[src/rtl/ldrt_pkg.sv]
`default_nettype none

package ldrt_pkg;

    localparam int CHAR_W          = 7;
    localparam int LEN_W           = 16;
    localparam int ALPHABET_DEF    = 128;
    localparam int MAX_LENGTH_DEF  = 65535;
    localparam int QUEUE_DEPTH     = 2;

    // one result as it leaves the back end
    typedef struct packed {
        logic [LEN_W-1:0] window_length;
        logic [LEN_W-1:0] longest_so_far;
        logic             is_last;
        logic             overflow;
    } t_res;

endpackage

`default_nettype wire

[src/rtl/longest_distinct_run_tracker_core.sv]
`default_nettype none
// path: an accepted request is loaded into the input stage, then passes through the queue, the
// table read and execute into the output register
// throughput: one request per cycle while i_ready does not stall the output, set by the table read and update
// reset: synchronous active-low i_rst_n empties all stages and marks every character unseen

module longest_distinct_run_tracker_core #(
    parameter int ALPHABET_SIZE     = ldrt_pkg::ALPHABET_DEF,
    parameter int MAX_STRING_LENGTH = ldrt_pkg::MAX_LENGTH_DEF
) (
    input  wire logic                        i_clk,
    input  wire logic                        i_rst_n,
    input  wire logic                        i_valid,
    output      logic                        o_ready,
    input  wire logic [ldrt_pkg::CHAR_W-1:0] i_character,
    input  wire logic                        i_end_of_string,
    output      logic                        o_valid,
    input  wire logic                        i_ready,
    output      logic [ldrt_pkg::LEN_W-1:0]  o_window_length,
    output      logic [ldrt_pkg::LEN_W-1:0]  o_longest_so_far,
    output      logic                        o_is_last,
    output      logic                        o_overflow
);
    import ldrt_pkg::*;

    localparam int IDX_W = (ALPHABET_SIZE > 1) ? $clog2(ALPHABET_SIZE) : 1;

    logic             w_f_push;
    logic             w_f_ready;
    logic [IDX_W-1:0] w_f_idx;
    logic             w_f_eos;
    logic             w_q_valid;
    logic             w_q_pop;
    logic [IDX_W:0]   w_q_data;
    t_res             w_res;

    ldrt_front #(
        .ALPHABET_SIZE (ALPHABET_SIZE),
        .IDX_W         (IDX_W)
    ) u_front (
        .i_clk           (i_clk),
        .i_rst_n         (i_rst_n),
        .i_valid         (i_valid),
        .o_ready         (o_ready),
        .i_character     (i_character),
        .i_end_of_string (i_end_of_string),
        .o_push          (w_f_push),
        .i_push_ready    (w_f_ready),
        .o_idx           (w_f_idx),
        .o_eos           (w_f_eos)
    );

    ldrt_queue #(
        .WIDTH (IDX_W + 1)
    ) u_queue (
        .i_clk        (i_clk),
        .i_rst_n      (i_rst_n),
        .i_push       (w_f_push),
        .o_push_ready (w_f_ready),
        .i_data       ({w_f_idx, w_f_eos}),
        .o_valid      (w_q_valid),
        .i_pop        (w_q_pop),
        .o_data       (w_q_data)
    );

    ldrt_back #(
        .ALPHABET_SIZE     (ALPHABET_SIZE),
        .MAX_STRING_LENGTH (MAX_STRING_LENGTH),
        .IDX_W             (IDX_W)
    ) u_back (
        .i_clk     (i_clk),
        .i_rst_n   (i_rst_n),
        .i_q_valid (w_q_valid),
        .o_q_pop   (w_q_pop),
        .i_q_idx   (w_q_data[IDX_W:1]),
        .i_q_eos   (w_q_data[0]),
        .o_valid   (o_valid),
        .i_ready   (i_ready),
        .o_res     (w_res)
    );

    assign o_window_length  = w_res.window_length;
    assign o_longest_so_far = w_res.longest_so_far;
    assign o_is_last        = w_res.is_last;
    assign o_overflow       = w_res.overflow;

`ifndef SYNTHESIS
    a_ovf_zero: assert property (@(posedge i_clk) disable iff (!i_rst_n)
        (o_valid && o_overflow) |-> (o_window_length == '0 && o_longest_so_far == '0))
        else $error("overflowed result carries nonzero lengths");

    a_len_bound: assert property (@(posedge i_clk) disable iff (!i_rst_n)
        (o_valid && !o_overflow) |->
            (o_window_length != '0 && o_window_length <= o_longest_so_far))
        else $error("window length outside best length");

    a_front_load: assert property (@(posedge i_clk) disable iff (!i_rst_n)
        (i_valid && o_ready) |=> w_f_push)
        else $error("accepted request missing from front stage");

    a_pop_has_data: assert property (@(posedge i_clk) disable iff (!i_rst_n)
        w_q_pop |-> w_q_valid)
        else $error("pop from empty queue");
`endif

endmodule

`default_nettype wire

[src/rtl/ldrt_front.sv]
`default_nettype none

module ldrt_front #(
    parameter int ALPHABET_SIZE = ldrt_pkg::ALPHABET_DEF,
    parameter int IDX_W         = $clog2(ALPHABET_SIZE)
) (
    input  wire logic                       i_clk,
    input  wire logic                       i_rst_n,
    input  wire logic                       i_valid,
    output      logic                       o_ready,
    input  wire logic [ldrt_pkg::CHAR_W-1:0] i_character,
    input  wire logic                       i_end_of_string,
    output      logic                       o_push,
    input  wire logic                       i_push_ready,
    output      logic [IDX_W-1:0]           o_idx,
    output      logic                       o_eos
);
    import ldrt_pkg::*;

    localparam int NCHAR = 2 ** CHAR_W;

    logic [IDX_W-1:0] w_mod_tab [NCHAR];
    logic             r_valid;
    logic [IDX_W-1:0] r_idx;
    logic             r_eos;

    // character folded into the table range, worked out at elaboration
    for (genvar c = 0; c < NCHAR; c++) begin : g_mod
        assign w_mod_tab[c] = IDX_W'(c % ALPHABET_SIZE);
    end

    assign o_ready = !r_valid || i_push_ready;
    assign o_push  = r_valid;
    assign o_idx   = r_idx;
    assign o_eos   = r_eos;

    always_ff @(posedge i_clk) begin
        if (!i_rst_n) begin
            r_valid <= 1'b0;
        end else if (o_ready) begin
            r_valid <= i_valid;
        end
    end

    always_ff @(posedge i_clk) begin
        if (o_ready && i_valid) begin
            r_idx <= w_mod_tab[i_character];
            r_eos <= i_end_of_string;
        end
    end

endmodule

`default_nettype wire

[src/rtl/ldrt_queue.sv]
`default_nettype none

module ldrt_queue #(
    parameter int WIDTH = 8
) (
    input  wire logic             i_clk,
    input  wire logic             i_rst_n,
    input  wire logic             i_push,
    output      logic             o_push_ready,
    input  wire logic [WIDTH-1:0] i_data,
    output      logic             o_valid,
    input  wire logic             i_pop,
    output      logic [WIDTH-1:0] o_data
);
    import ldrt_pkg::*;

    localparam int PTR_W = (QUEUE_DEPTH > 1) ? $clog2(QUEUE_DEPTH) : 1;
    localparam int CNT_W = $clog2(QUEUE_DEPTH + 1);

    logic [WIDTH-1:0] r_store [QUEUE_DEPTH];
    logic [PTR_W-1:0] r_wr_ptr;
    logic [PTR_W-1:0] r_rd_ptr;
    logic [CNT_W-1:0] r_count;
    logic             w_push;
    logic             w_pop;

    assign o_push_ready = r_count != CNT_W'(QUEUE_DEPTH);
    assign o_valid      = r_count != '0;
    assign o_data       = r_store[r_rd_ptr];
    assign w_push       = i_push && o_push_ready;
    assign w_pop        = i_pop && o_valid;

    always_ff @(posedge i_clk) begin
        if (!i_rst_n) begin
            r_wr_ptr <= '0;
            r_rd_ptr <= '0;
            r_count  <= '0;
        end else begin
            if (w_push) begin
                r_wr_ptr <= (r_wr_ptr == PTR_W'(QUEUE_DEPTH - 1)) ? '0 : r_wr_ptr + 1'b1;
            end
            if (w_pop) begin
                r_rd_ptr <= (r_rd_ptr == PTR_W'(QUEUE_DEPTH - 1)) ? '0 : r_rd_ptr + 1'b1;
            end
            if (w_push && !w_pop) begin
                r_count <= r_count + 1'b1;
            end else if (w_pop && !w_push) begin
                r_count <= r_count - 1'b1;
            end
        end
    end

    always_ff @(posedge i_clk) begin
        if (w_push) begin
            r_store[r_wr_ptr] <= i_data;
        end
    end

endmodule

`default_nettype wire

[src/rtl/ldrt_back.sv]
`default_nettype none

module ldrt_back #(
    parameter int ALPHABET_SIZE     = ldrt_pkg::ALPHABET_DEF,
    parameter int MAX_STRING_LENGTH = ldrt_pkg::MAX_LENGTH_DEF,
    parameter int IDX_W             = $clog2(ALPHABET_SIZE)
) (
    input  wire logic             i_clk,
    input  wire logic             i_rst_n,
    input  wire logic             i_q_valid,
    output      logic             o_q_pop,
    input  wire logic [IDX_W-1:0] i_q_idx,
    input  wire logic             i_q_eos,
    output      logic             o_valid,
    input  wire logic             i_ready,
    output      ldrt_pkg::t_res   o_res
);
    import ldrt_pkg::*;

    localparam int POS_W = (MAX_STRING_LENGTH > 1) ? $clog2(MAX_STRING_LENGTH + 1) : 1;

    // position table: seen bits in flops, positions in a memory
    logic [LEN_W-1:0]         r_mem [ALPHABET_SIZE];
    logic [ALPHABET_SIZE-1:0] r_seen;

    logic [POS_W-1:0] r_pos;
    logic [LEN_W-1:0] r_wstart;
    logic [LEN_W-1:0] r_best;
    logic             r_ovf;

    // item waiting for execution with its table read
    logic             r_b_valid;
    logic [IDX_W-1:0] r_b_idx;
    logic             r_b_eos;
    logic [LEN_W-1:0] r_rd;
    logic             r_fwd_hit;
    logic [LEN_W-1:0] r_fwd_pos;

    logic             r_o_valid;
    t_res             r_res;

    logic             w_exec;
    logic             w_write;
    logic             w_ovf_now;
    logic [LEN_W-1:0] w_pos16;
    logic [LEN_W-1:0] w_entry;
    logic [LEN_W-1:0] w_ws_new;
    logic [LEN_W-1:0] w_len;
    logic [LEN_W-1:0] w_best_new;

    assign w_exec    = r_b_valid && (!r_o_valid || i_ready);
    assign o_q_pop   = i_q_valid && (!r_b_valid || w_exec);
    assign w_ovf_now = r_ovf || (r_pos >= POS_W'(MAX_STRING_LENGTH));
    assign w_write   = w_exec && !w_ovf_now;
    assign w_pos16   = LEN_W'(r_pos);

    always_comb begin
        // entry written by the item just ahead is not in the registered read
        w_entry    = r_fwd_hit ? r_fwd_pos : r_rd;
        w_ws_new   = (r_seen[r_b_idx] && (w_entry >= r_wstart)) ? w_entry + 1'b1 : r_wstart;
        w_len      = w_pos16 - w_ws_new + 1'b1;
        w_best_new = (w_len > r_best) ? w_len : r_best;
    end

    always_ff @(posedge i_clk) begin
        if (!i_rst_n) begin
            r_b_valid <= 1'b0;
            r_o_valid <= 1'b0;
            r_seen    <= '0;
            r_pos     <= '0;
            r_wstart  <= '0;
            r_best    <= '0;
            r_ovf     <= 1'b0;
        end else begin
            if (o_q_pop) begin
                r_b_valid <= 1'b1;
            end else if (w_exec) begin
                r_b_valid <= 1'b0;
            end
            if (w_exec) begin
                r_o_valid <= 1'b1;
            end else if (i_ready) begin
                r_o_valid <= 1'b0;
            end
            if (w_exec) begin
                if (r_b_eos) begin
                    r_seen   <= '0;
                    r_pos    <= '0;
                    r_wstart <= '0;
                    r_best   <= '0;
                    r_ovf    <= 1'b0;
                end else if (w_ovf_now) begin
                    r_ovf <= 1'b1;
                end else begin
                    r_seen[r_b_idx] <= 1'b1;
                    r_pos           <= r_pos + 1'b1;
                    r_wstart        <= w_ws_new;
                    r_best          <= w_best_new;
                end
            end
        end
    end

    always_ff @(posedge i_clk) begin
        if (w_write) begin
            r_mem[r_b_idx] <= w_pos16;
        end
        if (o_q_pop) begin
            r_rd      <= r_mem[i_q_idx];
            r_b_idx   <= i_q_idx;
            r_b_eos   <= i_q_eos;
            r_fwd_hit <= w_write && (r_b_idx == i_q_idx);
            r_fwd_pos <= w_pos16;
        end
        if (w_exec) begin
            r_res.window_length  <= w_ovf_now ? '0 : w_len;
            r_res.longest_so_far <= w_ovf_now ? '0 : w_best_new;
            r_res.is_last        <= r_b_eos;
            r_res.overflow       <= w_ovf_now;
        end
    end

    assign o_valid = r_o_valid;
    assign o_res   = r_res;

endmodule

`default_nettype wire

[config.mk]
export PLATFORM = sky130hd
export DESIGN_NAME = longest_distinct_run_tracker_core
export DESIGN_NICKNAME = d
export VERILOG_FILES = /design/src/rtl/ldrt_pkg.sv /design/src/rtl/longest_distinct_run_tracker_core.sv /design/src/rtl/ldrt_front.sv /design/src/rtl/ldrt_queue.sv /design/src/rtl/ldrt_back.sv
export SDC_FILE = /design/constraint.sdc
export NUM_CORES = 2
export LEC_CHECK = 0
export ABC_AREA = 1
export BUFFER_PORTS_ARGS = -buffer_cell sky130_fd_sc_hd__buf_2
export CAP_MARGIN = 15
export CORE_ASPECT_RATIO = 2
export CORE_MARGIN = 2
export CORE_UTILIZATION = 40
export CTS_CLUSTER_SIZE = 8
export DETAILED_ROUTE_END_ITERATION = 16
export HOLD_SLACK_MARGIN = 0.06
export SLEW_MARGIN = 20
export SYNTH_ARGS = -nofsm -noshare
export SYNTH_HDL_FRONTEND = slang
export SYNTH_SLANG_ARGS = --single-unit
[constraint.sdc]
create_clock -name i_clk -period 5.8 [get_ports i_clk]
set_input_delay 1.16 -clock i_clk [delete_from_list [all_inputs] [get_ports i_clk]]
set_output_delay 1.16 -clock i_clk [all_outputs]
set_load 0.01 [all_outputs]
* Word-level counts from Yosys, hierarchy flattened
Memories as Yosys holds them, arrays and structs flattened. A register that Yosys moved wholly into a read port is not among the register bits. Cells that the tools add are included.
Storage, ports and cells: register bits after elaboration 244, memory bits (read-only) 896, output and inout port bits 36, memory bits (writable) 2064, logic and storage cells 100, memories kept 3
Memory list:
- u_back.r_mem | words 128, width 16, read ports 1, clocked after memory_dff 1, wr ports 1, line ldrt_back.sv:23 | logic [LEN_W-1:0] r_mem [ALPHABET_SIZE];
- (no name shown) | words 128, width 7, read ports 1, clocked after memory_dff 1, wr ports 0, line ldrt_front.sv:47 | r_idx <= w_mod_tab[i_character];
- u_queue.r_store | words 2, width 8, read ports 1, clocked after memory_dff 1, wr ports 1, line ldrt_queue.sv:20 | logic [WIDTH-1:0] r_store [QUEUE_DEPTH];
Cells by class: order comparisons 5, bitwise gates (word level) 2, reductions and logical operators 28, mux-type cells 31, equality and inequality tests 3, add/subtract/negate cells 8
Operator list (number):
- 128-bit two-way mux | 2
- 16-bit two-way mux | 9
- 128-bit OR | 1
- 16-bit by 1-bit adder with 16-bit output, second input constant | 3
- 16-bit greater-or-equal comparator | 1
- 16-bit greater-or-equal comparator, second input constant | 1
- 16-bit greater-than comparator | 1
- 1-bit two-way mux | 16
- 16-bit subtractor | 1
- 1-bit logical AND | 11
- 2-bit nonzero test | 5
- 7-bit by 8-bit < comparator with 1-bit output, second input constant | 1
- 7-bit inverter with 8-bit output | 1
- 1-bit binary-select mux with 7-bit select | 1
- 1-bit demux with 7-bit select | 1
- 7-bit == test | 1
- 7-bit by 1-bit greater-or-equal comparator with 1-bit output, second input constant | 1
- 1-bit zero test | 6
- 1-bit logical OR | 4
- 2-bit two-way mux | 2
- 2-bit AND reduction | 2
- 1-bit adder, second input constant | 2
- 2-bit by 1-bit adder with 2-bit output, second input constant | 1
- 2-bit by 1-bit != test with 1-bit output, second input constant | 1
- 2 further kinds | 2

* Logic depth before layout (Yosys ltp)
depth after elaboration 10, mapped depth 46

* Cells and area by module
From an unflattened synthesis, not the netlist that was laid out.
Second synthesis, totals: cell total of the unflattened synthesis 7731, area, all modules 94022.7 µm²
By module, submodules not included:
- ldrt_back | instances 1, area an instance 92895.3 µm², cells an instance 7654
- ldrt_queue | instances 1, area an instance 835.8 µm², cells an instance 62
- ldrt_front | instances 1, area an instance 291.5 µm², cells an instance 15

* Worst setup path before layout
No wires, ideal clock.
kind flip-flop to flip-flop, from register u_back.r_fwd_hit, to register u_back.r_res, in the netlist u_back.o_res[2] (data pin), clock period less this slack 5.628 ns, required time 5.534 ns, arrival time 5.362 ns, path buffers 4, cell stages (with the launch flop) 41, library setup time 0.266 ns, setup slack 0.172 ns, path through edfxtp_1 > buf_4 > buf_2 > o21ai_0 > inv_1 > ha_1 > nand2_1 > inv_1 > nand3_1 > nor3_1 > nand2_1 > nand2_1 > nand3_2 > inv_2 > buf_2 > nand2_1 > o21ai_0 > ha_1 > [5 not listed] > a21oi_1 > o21ai_0 > nand2_1 > nand2_1 > a21oi_1 > o21ai_0 > nand2_1 > inv_1 > nor2_1 > ha_1 > nand4_1 > a31oi_1 > nor2_1 > o31ai_1 > nand2_1 > clkbuf_1 > o21ai_0 > nor2_1
Between the ends: word-level cells in the longest chain between the ends 8, elaborated cells between the ends (all ways) 9, those cells by class 3 x add/sub; 2 x order compare; 3 x mux; 1 x reduce/logical
RTL lines:
- start, declared | line ldrt_back.sv:36 | logic r_fwd_hit;
- start signal, assigned | line ldrt_back.sv:112 | r_fwd_hit <= w_write && (r_b_idx == i_q_idx);
- 16-bit two-way mux * | line ldrt_back.sv:59 | w_entry = r_fwd_hit ? r_fwd_pos : r_rd;
- 16-bit greater-or-equal comparator | line ldrt_back.sv:60 | w_ws_new = (r_seen[r_b_idx] && (w_entry >= r_wstart)) ? w_entry + 1'b1 : r_wstart;
- 1-bit logical AND | line ldrt_back.sv:60
- 16-bit two-way mux * | line ldrt_back.sv:60
- 16-bit subtractor * | line ldrt_back.sv:61 | w_len = w_pos16 - w_ws_new + 1'b1;
- 16-bit by 1-bit adder with 16-bit output * | line ldrt_back.sv:61
- via u_back.w_len[13] | line ldrt_back.sv:48 | logic [LEN_W-1:0] w_len;
- 16-bit greater-than comparator * | line ldrt_back.sv:62 | w_best_new = (w_len > r_best) ? w_len : r_best;
- 16-bit two-way mux * | line ldrt_back.sv:62
- end, declared | line ldrt_back.sv:40 | t_res r_res;
Mark *: on every way through the listed nets, which the timed path passes. The rest lies on a longest branch. A chain may end at the register's enable or synchronous reset.

* Worst setup path after layout
from register u_back.r_b_idx[0], to register u_back.r_best[2]
Between the ends: word-level cells in the longest chain between the ends 10
RTL lines:
- start, declared | line ldrt_back.sv:33 | logic [IDX_W-1:0] r_b_idx;
- start signal, assigned | line ldrt_back.sv:110 | r_b_idx <= i_q_idx;
- 1-bit binary-select mux with 7-bit select | line ldrt_back.sv:60
- 1-bit two-way mux (not written as such) | line ldrt_back.sv:60
- 1-bit logical AND | line ldrt_back.sv:60
- 16-bit two-way mux | line ldrt_back.sv:60
- 16-bit subtractor | line ldrt_back.sv:61
- 16-bit by 1-bit adder with 16-bit output | line ldrt_back.sv:61
- via u_back.w_len[14] | line ldrt_back.sv:48
- 16-bit greater-than comparator | line ldrt_back.sv:62
- 16-bit two-way mux | line ldrt_back.sv:62
- 16-bit two-way mux | line ldrt_back.sv:92 | end else if (w_ovf_now) begin
- 16-bit two-way mux | line ldrt_back.sv:86 | if (r_b_eos) begin
- end signal, assigned | line ldrt_back.sv:98 | r_best <= w_best_new;
- end, declared | line ldrt_back.sv:28 | logic [LEN_W-1:0] r_best;
The timed path passes the listed nets, and every way through them passes these cells. The select of a mux whose other input is x is not followed.

==> results.yml <==
worst_setup_path:
  critPathMaxStageDelay_ns: 0.38
  cp.required_ns: 6.51
  start_kind: "flip-flop"
  cp_max_fo: 37
  critPathArrivalTime_ns: 6.40
  criticalPathCategory: "reg -> reg"
  setup.worst_path.start: "u_back.r_b_idx[0]"
  critical-path-top-cell-by-count: "nand2_1"
  slowest_stage: "edfxtp_1"
  r2r_worst_path_depth: 35
  critPathCaptureType: "flip-flop"
  r2r_start: "u_back.r_b_idx[0]"
  timing.reg2reg.setup_slack_ns: 0.11
  r2r-end: "u_back.r_best[2]"
grt:
  wire_length_of_the_first_global_routing_pass_microns: 430000
  grt.overflow.total: 0
  grt_max_degree: 152
  first_global_vias: 65296
  antenna_found_initial: 4
  globalRouteTotalUtil: 0.241
place:
  buffer_ports.inserted: 47
  placedInstanceArea_sq_mm: 0.100
  dpl_worst_slack_ns: -0.481
  dp.cells: 10695
  gp_congestion: 0.896
  post_dp_hpwl_microns: 176000
finish:
  layout.cells.most_common_list: "edfxtp_1, nor2_1, o21ai_0"
  fill_count: 20494
  layout-drive-gt1-share: 0.141
  layout.cells.non_filler: 11112
  layout.cells.most_common: "edfxtp_1"
  layout.nets: 8089
  area_delta_synth_final_pct: 17.0
  finish.instance_area_sq_mm: 0.110
detailed_routing:
  detailroute.via_count: 66096
  met2RoutedLength_microns: 152000
  drt-vias-per-instance: 5.95
  sum_of_routed_wire_segments_on_met1_microns: 102000
  drcViolationCount: 0
  detailedRoute.firstPassIterationCount: 6
  wirelength_microns: 297000
  met3_length_microns: 20800
  drt_iter0_drc: 6999
  detail_route.wl_per_cell_microns: 26.8
  ant_nets: 0
  maxUsedRoutingLayer: "met4"
logic_synthesis:
  synthAdderAreaFrac: 0.00874
  syn_avg_cell_area_sq_um: 12.1
  simple_gate_share_of_the_synthesized_area: 0.0934
  synth-async-reset-ratio: 0
  syn-instance-count: 7734
  synth_edf_count: 2147
  synth_top_cells_by_area: "edfxtp_1, o21ai_0, nor2_1"
  synth.net_count: 7811
  synth.mux.area_fraction: 0.000227
  synth_xor_xnor_area_share: 0.00233
  synth_top_family_by_area: "compound AO/OA/AOI/OAI gates"
  synth.yosys.warnings: 0
  yosys_most_used_dff: "edfxtp_1"
  ys_seq_area_frac: 0.726
  yosys.area.top_type_share: 0.687
  share_of_the_synthesized_area_in_compound_gates_ao_oa_aoi_oai: 0.136
  synth.ff_latch_count: 2332
  post_syn_area_sq_mm: 0.0939
  library_cell_with_the_largest_summed_area_after_synthesis: "edfxtp_1"
  yosysUniqueCellTypes: 51
min_path:
  whs_endpoint: "u_queue.r_store[1][3]"
  worstHoldPathType: "reg -> reg"
  worst_hold_path.num_cells: 0
  worst_hold_startpoint: "u_front.o_idx[2]"
timing:
  fin_hold_ws_ns: 0.465
  slew-limit-headroom: 0.111
  finalSetupViolCount: 0
  layout_worst_path_cycle_share: 0.981
  grt_setup_unrepaired: "true"
  timing.fmax_mhz: 176
  skew_ns: 0.0430
  hold_viol_final: 0
  report.final.slew_viol_count: 0
  worst_slew_pin_slew_ns: 1.33
  layout_setup_ws_ns: 0.113
  final.min_clock_period_ns: 5.69
clock_tree:
  number_of_clock_sinks: 2332
  htreeDepth: 5
  ctsHoldBuffers: 0
  clockBufferDepth: 4
  clk_root_buffer_cell: "clkbuf_16"
  clk_latency_ns: 0.86
  tritoncts: "done"
  clk_pin_slew_ns: 0.05
  cts_made_buffers: 333
run:
  maxCapViolCount: 0
power:
  pwr_density_cell_mw_per_mm2: 563
  irDropWorstVdd_v: 0.000467
  power.leakage_nw: 32.8
  total_power_mw: 61.8
floorplanning:
  height_of_the_die_microns: 689
  initial_core_util: 0.402
  coreArea_sq_mm: 0.234
  floorplan.die.width_microns: 347
  core.rowCount: 251
  die-area_sq_mm: 0.239
  design.portCount: 48
outcome:
  outcome: "finished clean"
synthesized netlist by cell type, types with 6 or more instances:
library cell     n
edfxtp_1      2147
inv_1          188
buf_6            6
xor2_1          21
a31oi_1        132
o21ai_1        109
buf_4           19
inv_2            9
or2_2            6
o21ai_0       1315
nand3_1         89
nand2_1        351
ha_1            64
buf_2          118
buf_1           11
a21oi_1         54
clkbuf_1       390
nor2_1        1613
nand4_1         14
nor3_1         135
dfxtp_1        185
o22ai_1        701
per-stage QoR:
stage | setup TNS (ns) | utilization
2_1_floorplan | 0 | -
3_3_place_gp | -14.75 | 0.428
3_5_place_dp | -12.48 | 0.428
4_1_cts | 0 | 0.467
5_1_grt | -5.24 | 0.470
6_report | 0 | 0.470
cells by family after synthesis:
group,Yosys count
compound gates,2331
xor+xnor,25
fa+ha+maj,65
buf+inv,750
flops,2332
mux,2
simple gates,2229
worst max path at each step:
stage | slack (ns) | end | depth (start not counted)
floorplan | 0.17 | u_back.o_res[2] | 40
global placement | -0.57 | u_back.r_best[11] | 39
detailed placement | -0.48 | u_back.r_best[12] | 39
CTS | 0.004 | u_back.r_best[0] | 41
global route | -0.23 | u_back.r_best[4] | 40
finish | 0.11 | u_back.r_best[2] | 35
area by class of cell:
class	instances	area, sq um	share of cell area
Sequential cell	2332	68200	0.621
Multi-Input combinational cell	4652	23900	0.218
Clock buffer	383	8730	0.0795
Timing Repair Buffer	487	4130	0.0376
Tap cell	3036	3800	0.0346
Inverter	206	830	0.00755
Clock inverter	13	176	0.00161
Antenna cell	3	7.51	0.0000684
worst max-delay path: cells and delay by family, from the launching register on:
family,cells,cell delay [ns]
AND/OR/NAND/NOR,16,1.75
adder cells (fa/ha/maj),3,0.87
flip-flops,1,0.38
AO/OA/AOI/OAI,7,1.22
XOR/XNOR,1,0.14
buffers and inverters,8,1.14
per-layer routing:
metal	up-vias	track usage
met4	0	0.163
met2	3215	0.429
met3	816	0.0328
met1	33196	0.267
li1	28869	-
met5	-	0
power by group:
group          switching (mW)  internal (mW)
sequential              0.240           19.2
combinational            17.1           8.02
clock                    6.79           10.5
total                    24.1           37.7
sequential cells by signal, indices dropped and copies added, names as in the netlist, 2 cells and up, named ones only:
name and cells:
u_back.r_mem 2048, u_back.o_res 34, u_queue.r_count 2, u_front.o_idx 7, u_back.r_pos 16, u_back.r_rd 16, u_back.r_b_idx 7, u_back.r_fwd_pos 16
u_back.r_best 16, u_back.r_seen 128, u_queue.r_store 16, u_back.r_wstart 16
what timing repair did:
item / CTS / global route
setup buffers: 2 / 11
gates resized for setup: 42 / 136
gates cloned: 1 / 3
pin swaps: 4 / 39
hold endpoints to repair: 0 / 0
endpoints found under the setup margin: 32 / 32
No activity file was read; power rests on OpenSTA's default activity.
